===== config.mk =====
export PLATFORM = sky130hd
export DESIGN_NAME = midpoint_line_rasterizer
export DESIGN_NICKNAME = d
export VERILOG_FILES = /design/src/mlr_pkg.sv /design/src/mlr_datapath.sv /design/src/mlr_controller.sv /design/src/midpoint_line_rasterizer.sv
export SDC_FILE = /design/constraint.sdc
export NUM_CORES = 1
export LEC_CHECK = 0
export ABC_CLOCK_PERIOD_IN_PS = 6000
export BUFFER_PORTS_ARGS = -buffer_cell sky130_fd_sc_hd__clkbuf_2
export CAP_MARGIN = 40
export CELL_PAD_IN_SITES_DETAIL_PLACEMENT = 1
export CELL_PAD_IN_SITES_GLOBAL_PLACEMENT = 1
export CORE_UTILIZATION = 52
export CTS_BUF_LIST = sky130_fd_sc_hd__clkbuf_8
export CTS_CLUSTER_SIZE = 16
export DETAILED_ROUTE_END_ITERATION = 10
export PLACE_DENSITY = 0.87
export SYNTH_ARGS = -nofsm -noshare
export SYNTH_HDL_FRONTEND = slang
export SYNTH_SLANG_ARGS = --single-unit

===== constraint.sdc =====
create_clock -name clk -period 6 [get_ports clk]
set_clock_uncertainty 0.1 [all_clocks]
set_input_delay 1.8 -clock clk [delete_from_list [all_inputs] [get_ports clk]]
set_output_delay 1.8 -clock clk [all_outputs]
set_load 0.01 [all_outputs]

===== src/mlr_pkg.sv =====
// ----------------------------------------------------------------------------
// mlr_pkg
// shared types and constants for the midpoint line rasterizer
// ----------------------------------------------------------------------------
package mlr_pkg;

    localparam int COORD_BITS = 6;
    localparam int DEC_BITS   = COORD_BITS + 4;
    localparam int INC_BITS   = COORD_BITS + 3;

    typedef enum logic [1:0] {
        OCT_SHALLOW_POS = 2'd0,
        OCT_SHALLOW_NEG = 2'd1,
        OCT_STEEP_POS   = 2'd2,
        OCT_STEEP_NEG   = 2'd3
    } octant_t;

    typedef enum logic {
        ST_IDLE = 1'b0,
        ST_WALK = 1'b1
    } state_t;

    // controller to datapath
    typedef struct packed {
        logic load;
        logic step;
    } dp_cmd_t;

    // datapath to controller
    typedef struct packed {
        logic last;
    } dp_status_t;

endpackage


===== src/mlr_datapath.sv =====
// ----------------------------------------------------------------------------
// mlr_datapath
// line setup, walk coordinates and midpoint decision stepping
// ----------------------------------------------------------------------------
module mlr_datapath
(
    input  logic                              clk,
    input  logic                              rst_n,
    input  mlr_pkg::dp_cmd_t                  cmd,
    output mlr_pkg::dp_status_t               status,
    input  logic [mlr_pkg::COORD_BITS-1:0]    start_x,
    input  logic [mlr_pkg::COORD_BITS-1:0]    start_y,
    input  logic [mlr_pkg::COORD_BITS-1:0]    end_x,
    input  logic [mlr_pkg::COORD_BITS-1:0]    end_y,
    output logic [mlr_pkg::COORD_BITS-1:0]    pixel_x,
    output logic [mlr_pkg::COORD_BITS-1:0]    pixel_y,
    output logic                              last_pixel
);

    localparam int CB = mlr_pkg::COORD_BITS;
    localparam int DB = mlr_pkg::DEC_BITS;
    localparam int IB = mlr_pkg::INC_BITS;

    logic [CB-1:0]        walk_x_reg, walk_x_next;
    logic [CB-1:0]        walk_y_reg, walk_y_next;
    logic signed [DB-1:0] decision_reg, decision_next;
    logic signed [IB-1:0] straight_inc_reg, straight_inc_next;
    logic signed [IB-1:0] diagonal_inc_reg, diagonal_inc_next;
    logic [CB-1:0]        stop_coord_reg, stop_coord_next;
    mlr_pkg::octant_t     octant_reg, octant_next;
    logic [CB-1:0]        count_reg, count_next;

    logic [CB-1:0]        ax, ay, bx, by;
    logic signed [DB-1:0] dx, dy, neg_dy;
    logic signed [DB-1:0] init_dec;
    logic signed [DB-1:0] init_straight, init_diagonal;
    mlr_pkg::octant_t     init_octant;
    logic [CB-1:0]        init_stop;

    logic                 diag;
    logic signed [IB-1:0] inc_sel;
    logic                 at_stop;

    // setup: order endpoints by x, classify slope
    always_comb
    begin
        if (end_x < start_x)
        begin
            ax = end_x;
            ay = end_y;
            bx = start_x;
            by = start_y;
        end
        else
        begin
            ax = start_x;
            ay = start_y;
            bx = end_x;
            by = end_y;
        end
        dx     = $signed(DB'(bx)) - $signed(DB'(ax));
        dy     = $signed(DB'(by)) - $signed(DB'(ay));
        neg_dy = -dy;

        if (!dy[DB-1] && (dy <= dx))
        begin
            init_octant   = mlr_pkg::OCT_SHALLOW_POS;
            init_dec      = (dy <<< 1) - dx;
            init_straight = dy <<< 1;
            init_diagonal = (dy - dx) <<< 1;
            init_stop     = bx;
        end
        else if (dy[DB-1] && (neg_dy <= dx))
        begin
            init_octant   = mlr_pkg::OCT_SHALLOW_NEG;
            init_dec      = (dy <<< 1) + dx;
            init_straight = dy <<< 1;
            init_diagonal = (dy + dx) <<< 1;
            init_stop     = bx;
        end
        else if (dy > dx)
        begin
            init_octant   = mlr_pkg::OCT_STEEP_POS;
            init_dec      = (dx <<< 1) - dy;
            init_straight = dx <<< 1;
            init_diagonal = (dx - dy) <<< 1;
            init_stop     = by;
        end
        else
        begin
            init_octant   = mlr_pkg::OCT_STEEP_NEG;
            init_dec      = dy + (dx <<< 1);
            init_straight = dx <<< 1;
            init_diagonal = (dy + dx) <<< 1;
            init_stop     = by;
        end
    end

    // walk step
    always_comb
    begin
        if (octant_reg == mlr_pkg::OCT_SHALLOW_NEG)
            diag = (decision_reg <= 0);
        else
            diag = (decision_reg > 0);

        inc_sel = diag ? diagonal_inc_reg : straight_inc_reg;

        if ((octant_reg == mlr_pkg::OCT_SHALLOW_POS) || (octant_reg == mlr_pkg::OCT_SHALLOW_NEG))
            at_stop = (walk_x_reg == stop_coord_reg);
        else
            at_stop = (walk_y_reg == stop_coord_reg);

        walk_x_next       = walk_x_reg;
        walk_y_next       = walk_y_reg;
        decision_next     = decision_reg;
        straight_inc_next = straight_inc_reg;
        diagonal_inc_next = diagonal_inc_reg;
        stop_coord_next   = stop_coord_reg;
        octant_next       = octant_reg;
        count_next        = count_reg;

        if (cmd.load)
        begin
            walk_x_next       = ax;
            walk_y_next       = ay;
            decision_next     = init_dec;
            straight_inc_next = init_straight[IB-1:0];
            diagonal_inc_next = init_diagonal[IB-1:0];
            stop_coord_next   = init_stop;
            octant_next       = init_octant;
            count_next        = '0;
        end
        else if (cmd.step)
        begin
            decision_next = decision_reg + {{(DB-IB){inc_sel[IB-1]}}, inc_sel};
            count_next    = count_reg + 1'b1;
            case (octant_reg)
                mlr_pkg::OCT_SHALLOW_POS:
                begin
                    walk_x_next = walk_x_reg + 1'b1;
                    if (diag)
                        walk_y_next = walk_y_reg + 1'b1;
                end
                mlr_pkg::OCT_SHALLOW_NEG:
                begin
                    walk_x_next = walk_x_reg + 1'b1;
                    if (diag)
                        walk_y_next = walk_y_reg - 1'b1;
                end
                mlr_pkg::OCT_STEEP_POS:
                begin
                    walk_y_next = walk_y_reg + 1'b1;
                    if (diag)
                        walk_x_next = walk_x_reg + 1'b1;
                end
                default:
                begin
                    walk_y_next = walk_y_reg - 1'b1;
                    if (diag)
                        walk_x_next = walk_x_reg + 1'b1;
                end
            endcase
        end
    end

    always_ff @(posedge clk or negedge rst_n)
    begin
        if (!rst_n)
        begin
            walk_x_reg       <= '0;
            walk_y_reg       <= '0;
            decision_reg     <= '0;
            straight_inc_reg <= '0;
            diagonal_inc_reg <= '0;
            stop_coord_reg   <= '0;
            octant_reg       <= mlr_pkg::OCT_SHALLOW_POS;
            count_reg        <= '0;
        end
        else
        begin
            walk_x_reg       <= walk_x_next;
            walk_y_reg       <= walk_y_next;
            decision_reg     <= decision_next;
            straight_inc_reg <= straight_inc_next;
            diagonal_inc_reg <= diagonal_inc_next;
            stop_coord_reg   <= stop_coord_next;
            octant_reg       <= octant_next;
            count_reg        <= count_next;
        end
    end

    // pixel count cap keeps the line at most one tile width long
    assign status.last = at_stop || (count_reg == {CB{1'b1}});
    assign pixel_x     = walk_x_reg;
    assign pixel_y     = walk_y_reg;
    assign last_pixel  = status.last;

endmodule


===== src/mlr_controller.sv =====
// ----------------------------------------------------------------------------
// mlr_controller
// sequences command load and per-pixel stepping
// ----------------------------------------------------------------------------
module mlr_controller
(
    input  logic                  clk,
    input  logic                  rst_n,
    input  logic                  cmd_valid,
    output logic                  cmd_ready,
    output logic                  pix_valid,
    input  logic                  pix_ready,
    output mlr_pkg::dp_cmd_t      cmd,
    input  mlr_pkg::dp_status_t   status
);

    mlr_pkg::state_t state_reg, state_next;

    always_ff @(posedge clk or negedge rst_n)
    begin
        if (!rst_n)
            state_reg <= mlr_pkg::ST_IDLE;
        else
            state_reg <= state_next;
    end

    always_comb
    begin
        state_next = state_reg;
        cmd_ready  = 1'b0;
        pix_valid  = 1'b0;
        cmd.load   = 1'b0;
        cmd.step   = 1'b0;
        case (state_reg)
            mlr_pkg::ST_IDLE:
            begin
                cmd_ready = 1'b1;
                if (cmd_valid)
                begin
                    cmd.load   = 1'b1;
                    state_next = mlr_pkg::ST_WALK;
                end
            end
            mlr_pkg::ST_WALK:
            begin
                pix_valid = 1'b1;
                if (pix_ready)
                begin
                    if (status.last)
                        state_next = mlr_pkg::ST_IDLE;
                    else
                        cmd.step = 1'b1;
                end
            end
            default:
            begin
                state_next = mlr_pkg::ST_IDLE;
            end
        endcase
    end

endmodule


===== src/midpoint_line_rasterizer.sv =====
// latency: first pixel is offered the cycle after a command item is accepted
// throughput: one pixel item per cycle while pix_ready is high; a line has 1 to 64
// pixels, and the controller passes through the idle state after each line to take
// the next command
// reset: rst_n asynchronous active low, returns to idle with cmd_ready high
// ----------------------------------------------------------------------------
// midpoint_line_rasterizer
// walks an integer midpoint line between two endpoints, one pixel per item
// ----------------------------------------------------------------------------
module midpoint_line_rasterizer
(
    input  logic                              clk,
    input  logic                              rst_n,
    input  logic                              cmd_valid,
    output logic                              cmd_ready,
    input  logic [mlr_pkg::COORD_BITS-1:0]    start_x,
    input  logic [mlr_pkg::COORD_BITS-1:0]    start_y,
    input  logic [mlr_pkg::COORD_BITS-1:0]    end_x,
    input  logic [mlr_pkg::COORD_BITS-1:0]    end_y,
    output logic                              pix_valid,
    input  logic                              pix_ready,
    output logic [mlr_pkg::COORD_BITS-1:0]    pixel_x,
    output logic [mlr_pkg::COORD_BITS-1:0]    pixel_y,
    output logic                              last_pixel
);

    mlr_pkg::dp_cmd_t    dp_cmd;
    mlr_pkg::dp_status_t dp_status;

    mlr_controller u_ctrl
    (
        .clk       (clk),
        .rst_n     (rst_n),
        .cmd_valid (cmd_valid),
        .cmd_ready (cmd_ready),
        .pix_valid (pix_valid),
        .pix_ready (pix_ready),
        .cmd       (dp_cmd),
        .status    (dp_status)
    );

    mlr_datapath u_dp
    (
        .clk        (clk),
        .rst_n      (rst_n),
        .cmd        (dp_cmd),
        .status     (dp_status),
        .start_x    (start_x),
        .start_y    (start_y),
        .end_x      (end_x),
        .end_y      (end_y),
        .pixel_x    (pixel_x),
        .pixel_y    (pixel_y),
        .last_pixel (last_pixel)
    );

endmodule


==> results of run 1 <==
Yosys cell counts, types with 5 or more instances:
| library cell | number |
|---|---|
| o21a_1 | 7 |
| a21oi_1 | 61 |
| inv_1 | 55 |
| a211oi_1 | 34 |
| xnor2_1 | 36 |
| dfrtp_1 | 52 |
| nand3_1 | 15 |
| nor3_1 | 12 |
| o21ai_0 | 49 |
| mux2i_1 | 19 |
| clkbuf_1 | 25 |
| xor2_1 | 15 |
| a221oi_1 | 5 |
| nor2_1 | 77 |
| mux2_2 | 10 |
| buf_2 | 7 |
| o211ai_1 | 8 |
| or3_1 | 6 |
| maj3_1 | 5 |
| o21bai_1 | 14 |
| a31oi_1 | 18 |
| fa_1 | 9 |
| ha_1 | 77 |
| nor2b_1 | 22 |
| a21o_1 | 9 |
| and3_1 | 8 |
| o31ai_1 | 12 |
| nand2_1 | 68 |
| nand2b_1 | 9 |
per-stage QoR:
| stage | std cells | worst slack, ns | util | hold WS (ns) | instance area [um2] |
|---|---|---|---|---|---|
| detailed placement | 1179 | -1.261 | 0.6732 | 0.3789 | 8461 |
| floorplan | 834 | -0.6542 | - | 0.3444 | 6943 |
| global placement | 1178 | -0.7793 | 0.6720 | 0.3598 | 8446 |
logic make-up after synthesis:
logic type | count (synthesis) | share of synthesized area
buffers and inverters | 96 | 0.05859
DFF | 52 | 0.1947
AOI/OAI and AO/OA | 269 | 0.2756
and+or+nand+nor | 244 | 0.1754
adders and majority gates | 91 | 0.1786
xor gates and xnor gates | 52 | 0.07020
muxes | 30 | 0.04699
==> results.py, run 1 <==
metrics = {
    "yosys": {
        "synthArstFlopShare": 1.000,
        "syn_area_per_cell_um2": 8.014,
        "seq_area_frac_synth": 0.1947,
        "ys_warn_count": 0,
        "synth_nets": 948,
        "ys_ff_latch": 52,
        "synth_edf_count": 0,
        "yosys-top-cells-area": "dfrtp_1 (19%), ha_1 (14%), xnor2_1 (4.7%)",
        "yosysUniqueCellTypes": 83,
        "synth_area_leader_cell": "dfrtp_1",
        "syn_inst": 834,
        "synth_area_um2": 6684,
        "synthFlopType": "dfrtp_1",
        "synth_top_area_frac": 0.1947,
    },
    "floorplanning": {
        "die_h_um": 115.4,
        "start_util": 0.5318,
        "rows": 41,
        "dieWidth_um": 115.4,
        "io_pins": 43,
    },
    "run_status": {
        "outcome": "did not finish",
        "failing_step": "4_1_cts",
        "error_line": "[ERROR DPL-0033] detailed placement checks failed during check placement.",
    },
    "placement": {
        "dp_hpwl_mm": 25.02,
        "port_buffers": 42,
        "place.gp.congestion": 1.029,
    },
    "cts": {
        "cts_inserted_buffers": 5,
        "htreeDepth": 2,
        "root_buffer": "clkbuf_8",
        "cts_resized": 151,
        "holdBufCountCts": 0,
        "cts.sinks": 52,
        "ctsLongestPathBuffers": 2,
        "cts_setup_buffers": 39,
    },
}
==> run 2, diff against run 1 <==
- CELL_PAD_IN_SITES_DETAIL_PLACEMENT: 1 -> default
- CELL_PAD_IN_SITES_GLOBAL_PLACEMENT: 1 -> default
- CORE_UTILIZATION: 52 -> 40
- CTS_BUF_LIST: sky130_fd_sc_hd__clkbuf_8 -> default
- CTS_CLUSTER_SIZE: 16 -> default
- PLACE_DENSITY: 0.87 -> default
- PLACE_DENSITY_LB_ADDON: default -> 0.15
==> results.py, run 2 <==
metrics = {
    "setup_path": {
        "rrSetupSlack_ns": 1.97,
        "cp.required_ns": 6.08,
        "timing.rr.start": "u_dp.decision_reg[4]",
        "endpoint_kind": "flop",
        "worstSetupStartpoint": "start_x[5]",
        "worstPathArrival_ns": 6.56,
        "worstPathMaxFanout": 8,
        "max_stage_delay_ns": 0.40,
        "crit_top_cell": "buf_4",
        "crit_end": "u_dp.decision_reg[7]",
        "critPathLaunchType": "input port",
        "reg2reg_to": "u_dp.decision_reg[9]",
        "path_delay_family": "compound AO/OA/AOI/OAI gates",
        "cp_num_buf_inv": 9,
        "crit_cells": 27,
        "slowest_stage": "o211ai_1",
        "reg2reg_depth": 16,
        "criticalPathCategory": "in -> reg",
    },
    "sta": {
        "fmax_mhz": 154.3,
        "min_period_over_period": 1.080,
        "maxSlewViolCount": 0,
        "worst_pin_slew_ns": 0.9673,
        "setup_viol": 32,
        "finalWorstSetupSlack_ns": -0.4796,
        "hold_violations": 0,
        "finalCriticalPeriod_ns": 6.480,
        "slew-limit-headroom": 0.3522,
        "fin_tns_setup_ns": -11.12,
        "rsz0062_at_grt": "yes",
    },
    "routing": {
        "drt-wirelength-per-cell_um": 19.31,
        "drtPass1Iterations": 5,
        "drc": 0,
        "routed_wl_mm": 24.75,
        "ant_nets": 0,
        "vias": 7280,
        "via_per_inst": 5.679,
        "drt_iter0_drc": 489,
    },
    "run_status": {
        "violations": "negative setup slack",
        "outcome": "finished, violations left",
    },
    "layout": {
        "most-common-layout-cells": "buf_4 (198), nor2_1 (66), nand2_1 (63), ha_1 (63), a21oi_1 (53)",
        "final_layout_size_suffix_gt1_frac": 0.3977,
        "stdcell_count": 1282,
        "final_nets": 1179,
        "layout_commonest_cell": "buf_4",
        "syn_to_final_growth_pct": 46.63,
        "antenna_cells": 0,
        "fin_area_um2": 9801,
        "num-fill-cells": 1438,
        "largest_reg_flops": 10,
    },
    "placement": {
        "port_buffers": 42,
        "placed_area_um2": 8621,
        "placed_cells": 1238,
        "dp_slack_ns": -0.8817,
        "dp_hpwl_mm": 19.25,
        "place.gp.congestion": 0.9520,
    },
    "yosys": {
        "ys_ff_latch": 52,
        "syn_inst": 834,
        "synthFlopType": "dfrtp_1",
        "synth_area_um2": 6684,
        "synth_area_leader_cell": "dfrtp_1",
        "synth_top_area_frac": 0.1947,
        "syn_area_per_cell_um2": 8.014,
        "synthArstFlopShare": 1.000,
        "ys_warn_count": 0,
        "synth_edf_count": 0,
        "yosysUniqueCellTypes": 83,
        "seq_area_frac_synth": 0.1947,
        "yosys-top-cells-area": "dfrtp_1 (19%), ha_1 (14%), xnor2_1 (4.7%)",
        "synthTopCellsByCount": "ha_1 (77), nor2_1 (77), nand2_1 (68)",
        "synth_nets": 948,
    },
    "global_route": {
        "grt_max_degree": 37,
        "grt_pass1_wl_mm": 39.00,
        "grt-ovfl-total": 0,
        "grt_util_all_layers": 0.2850,
        "grt_pass1_vias": 7119,
        "antenna_found_initial": 0,
    },
    "cts": {
        "cts.sinks": 52,
        "htreeDepth": 2,
        "tritoncts": "built",
        "clk_pin_slew_worst_paths_ns": 0.07,
        "cts_inserted_buffers": 5,
        "holdBufCountCts": 0,
        "root_buffer": "clkbuf_16",
        "ctsLongestPathBuffers": 2,
        "clk_latency_ns": 0.30,
    },
    "floorplanning": {
        "dieWidth_um": 131.3,
        "die_h_um": 131.3,
        "rows": 46,
        "start_util": 0.4148,
        "io_pins": 43,
        "core_area_um2": 16120,
        "dieArea_um2": 17230,
    },
    "hold_path": {
        "hold_path_class": "reg -> reg",
    },
    "pwr": {
        "power_w": 0.005009,
        "p_per_area_nw_per_um2": 511.1,
        "peakVddDrop_mv": 0.2335,
        "leakage_nw": 4.499,
    },
    "run": {
        "cap_violations": 0,
    },
}
==> run 2: worst min-delay path, stage by stage, from the launching register on <==
cell	delay (ns)
dfrtp_1	0.34
nand2_1	0.04
o21ai_0	0.06
==> run 2: report_power, final <==
part	internal, W	leakage, nW	switching [W]	total (W)
sequential	0.000524	0.627	0.000170	0.000694
combinational	0.00193	3.79	0.00205	0.00398
clock	0.000198	0.0840	0.000134	0.000332
==> run 2: layout make-up <==
type                       count  area, um2  area share
sequential                    52       1301      0.1328
clock buffer                   5      125.1     0.01277
multi-input combinational    687       5793      0.5911
clock inverter                 3      47.55    0.004851
inverter                      56      217.7     0.02221
timing repair buffer         263       2046      0.2087
tap                          216      270.3     0.02758
==> run 2: cells by family after synthesis <==
| logic type | synth area share |
|---|---|
| DFF | 0.1947 |
| and+or+nand+nor | 0.1754 |
| xor gates and xnor gates | 0.07020 |
| muxes | 0.04699 |
| adders and majority gates | 0.1786 |
| AOI/OAI and AO/OA | 0.2756 |
| buffers and inverters | 0.05859 |
==> run 2: metal layers <==
metal	vias to the layer above	routed length (um)	share of wire	GRT usage
met5	-	0	0	0
met2	197	11600	0.47	0.4681
li1	3480	-	-	-
met1	3575	11720	0.47	0.3990
met3	28	1003	0.041	0.02546
met4	0	427	0.017	0.07558
==> run 2: what timing repair did <==
item	4_1_cts	5_1_grt
gates resized for setup	80	83
buffers inserted	19	14
cloned	3	0
pin swaps	46	60
endpoints found under the setup margin	32	32
==> run 2: worst min-delay path by stage <==
stage	from	endpoint	slack [ns]	depth (start not counted)
2_1_floorplan	u_dp.straight_inc_reg[1]	u_dp.straight_inc_reg[1]	0.34	2
3_3_place_gp	u_dp.diagonal_inc_reg[1]	u_dp.diagonal_inc_reg[1]	0.36	2
3_5_place_dp	u_dp.diagonal_inc_reg[1]	u_dp.diagonal_inc_reg[1]	0.37	2
4_1_cts	u_dp.diagonal_inc_reg[1]	u_dp.diagonal_inc_reg[1]	0.38	2
5_1_grt	u_dp.diagonal_inc_reg[3]	u_dp.diagonal_inc_reg[3]	0.41	2
6_report	u_dp.diagonal_inc_reg[1]	u_dp.diagonal_inc_reg[1]	0.38	2
==> run 2: per-stage QoR <==
stage	hold WS, ns	utilization
2_1_floorplan	0.3444	-
3_3_place_gp	0.3576	0.5345
3_5_place_dp	0.3672	0.5349
4_1_cts	0.3826	0.5818
5_1_grt	0.4086	0.6082
6_report	0.3752	0.6082
Power figures use the tool's default switching activity.
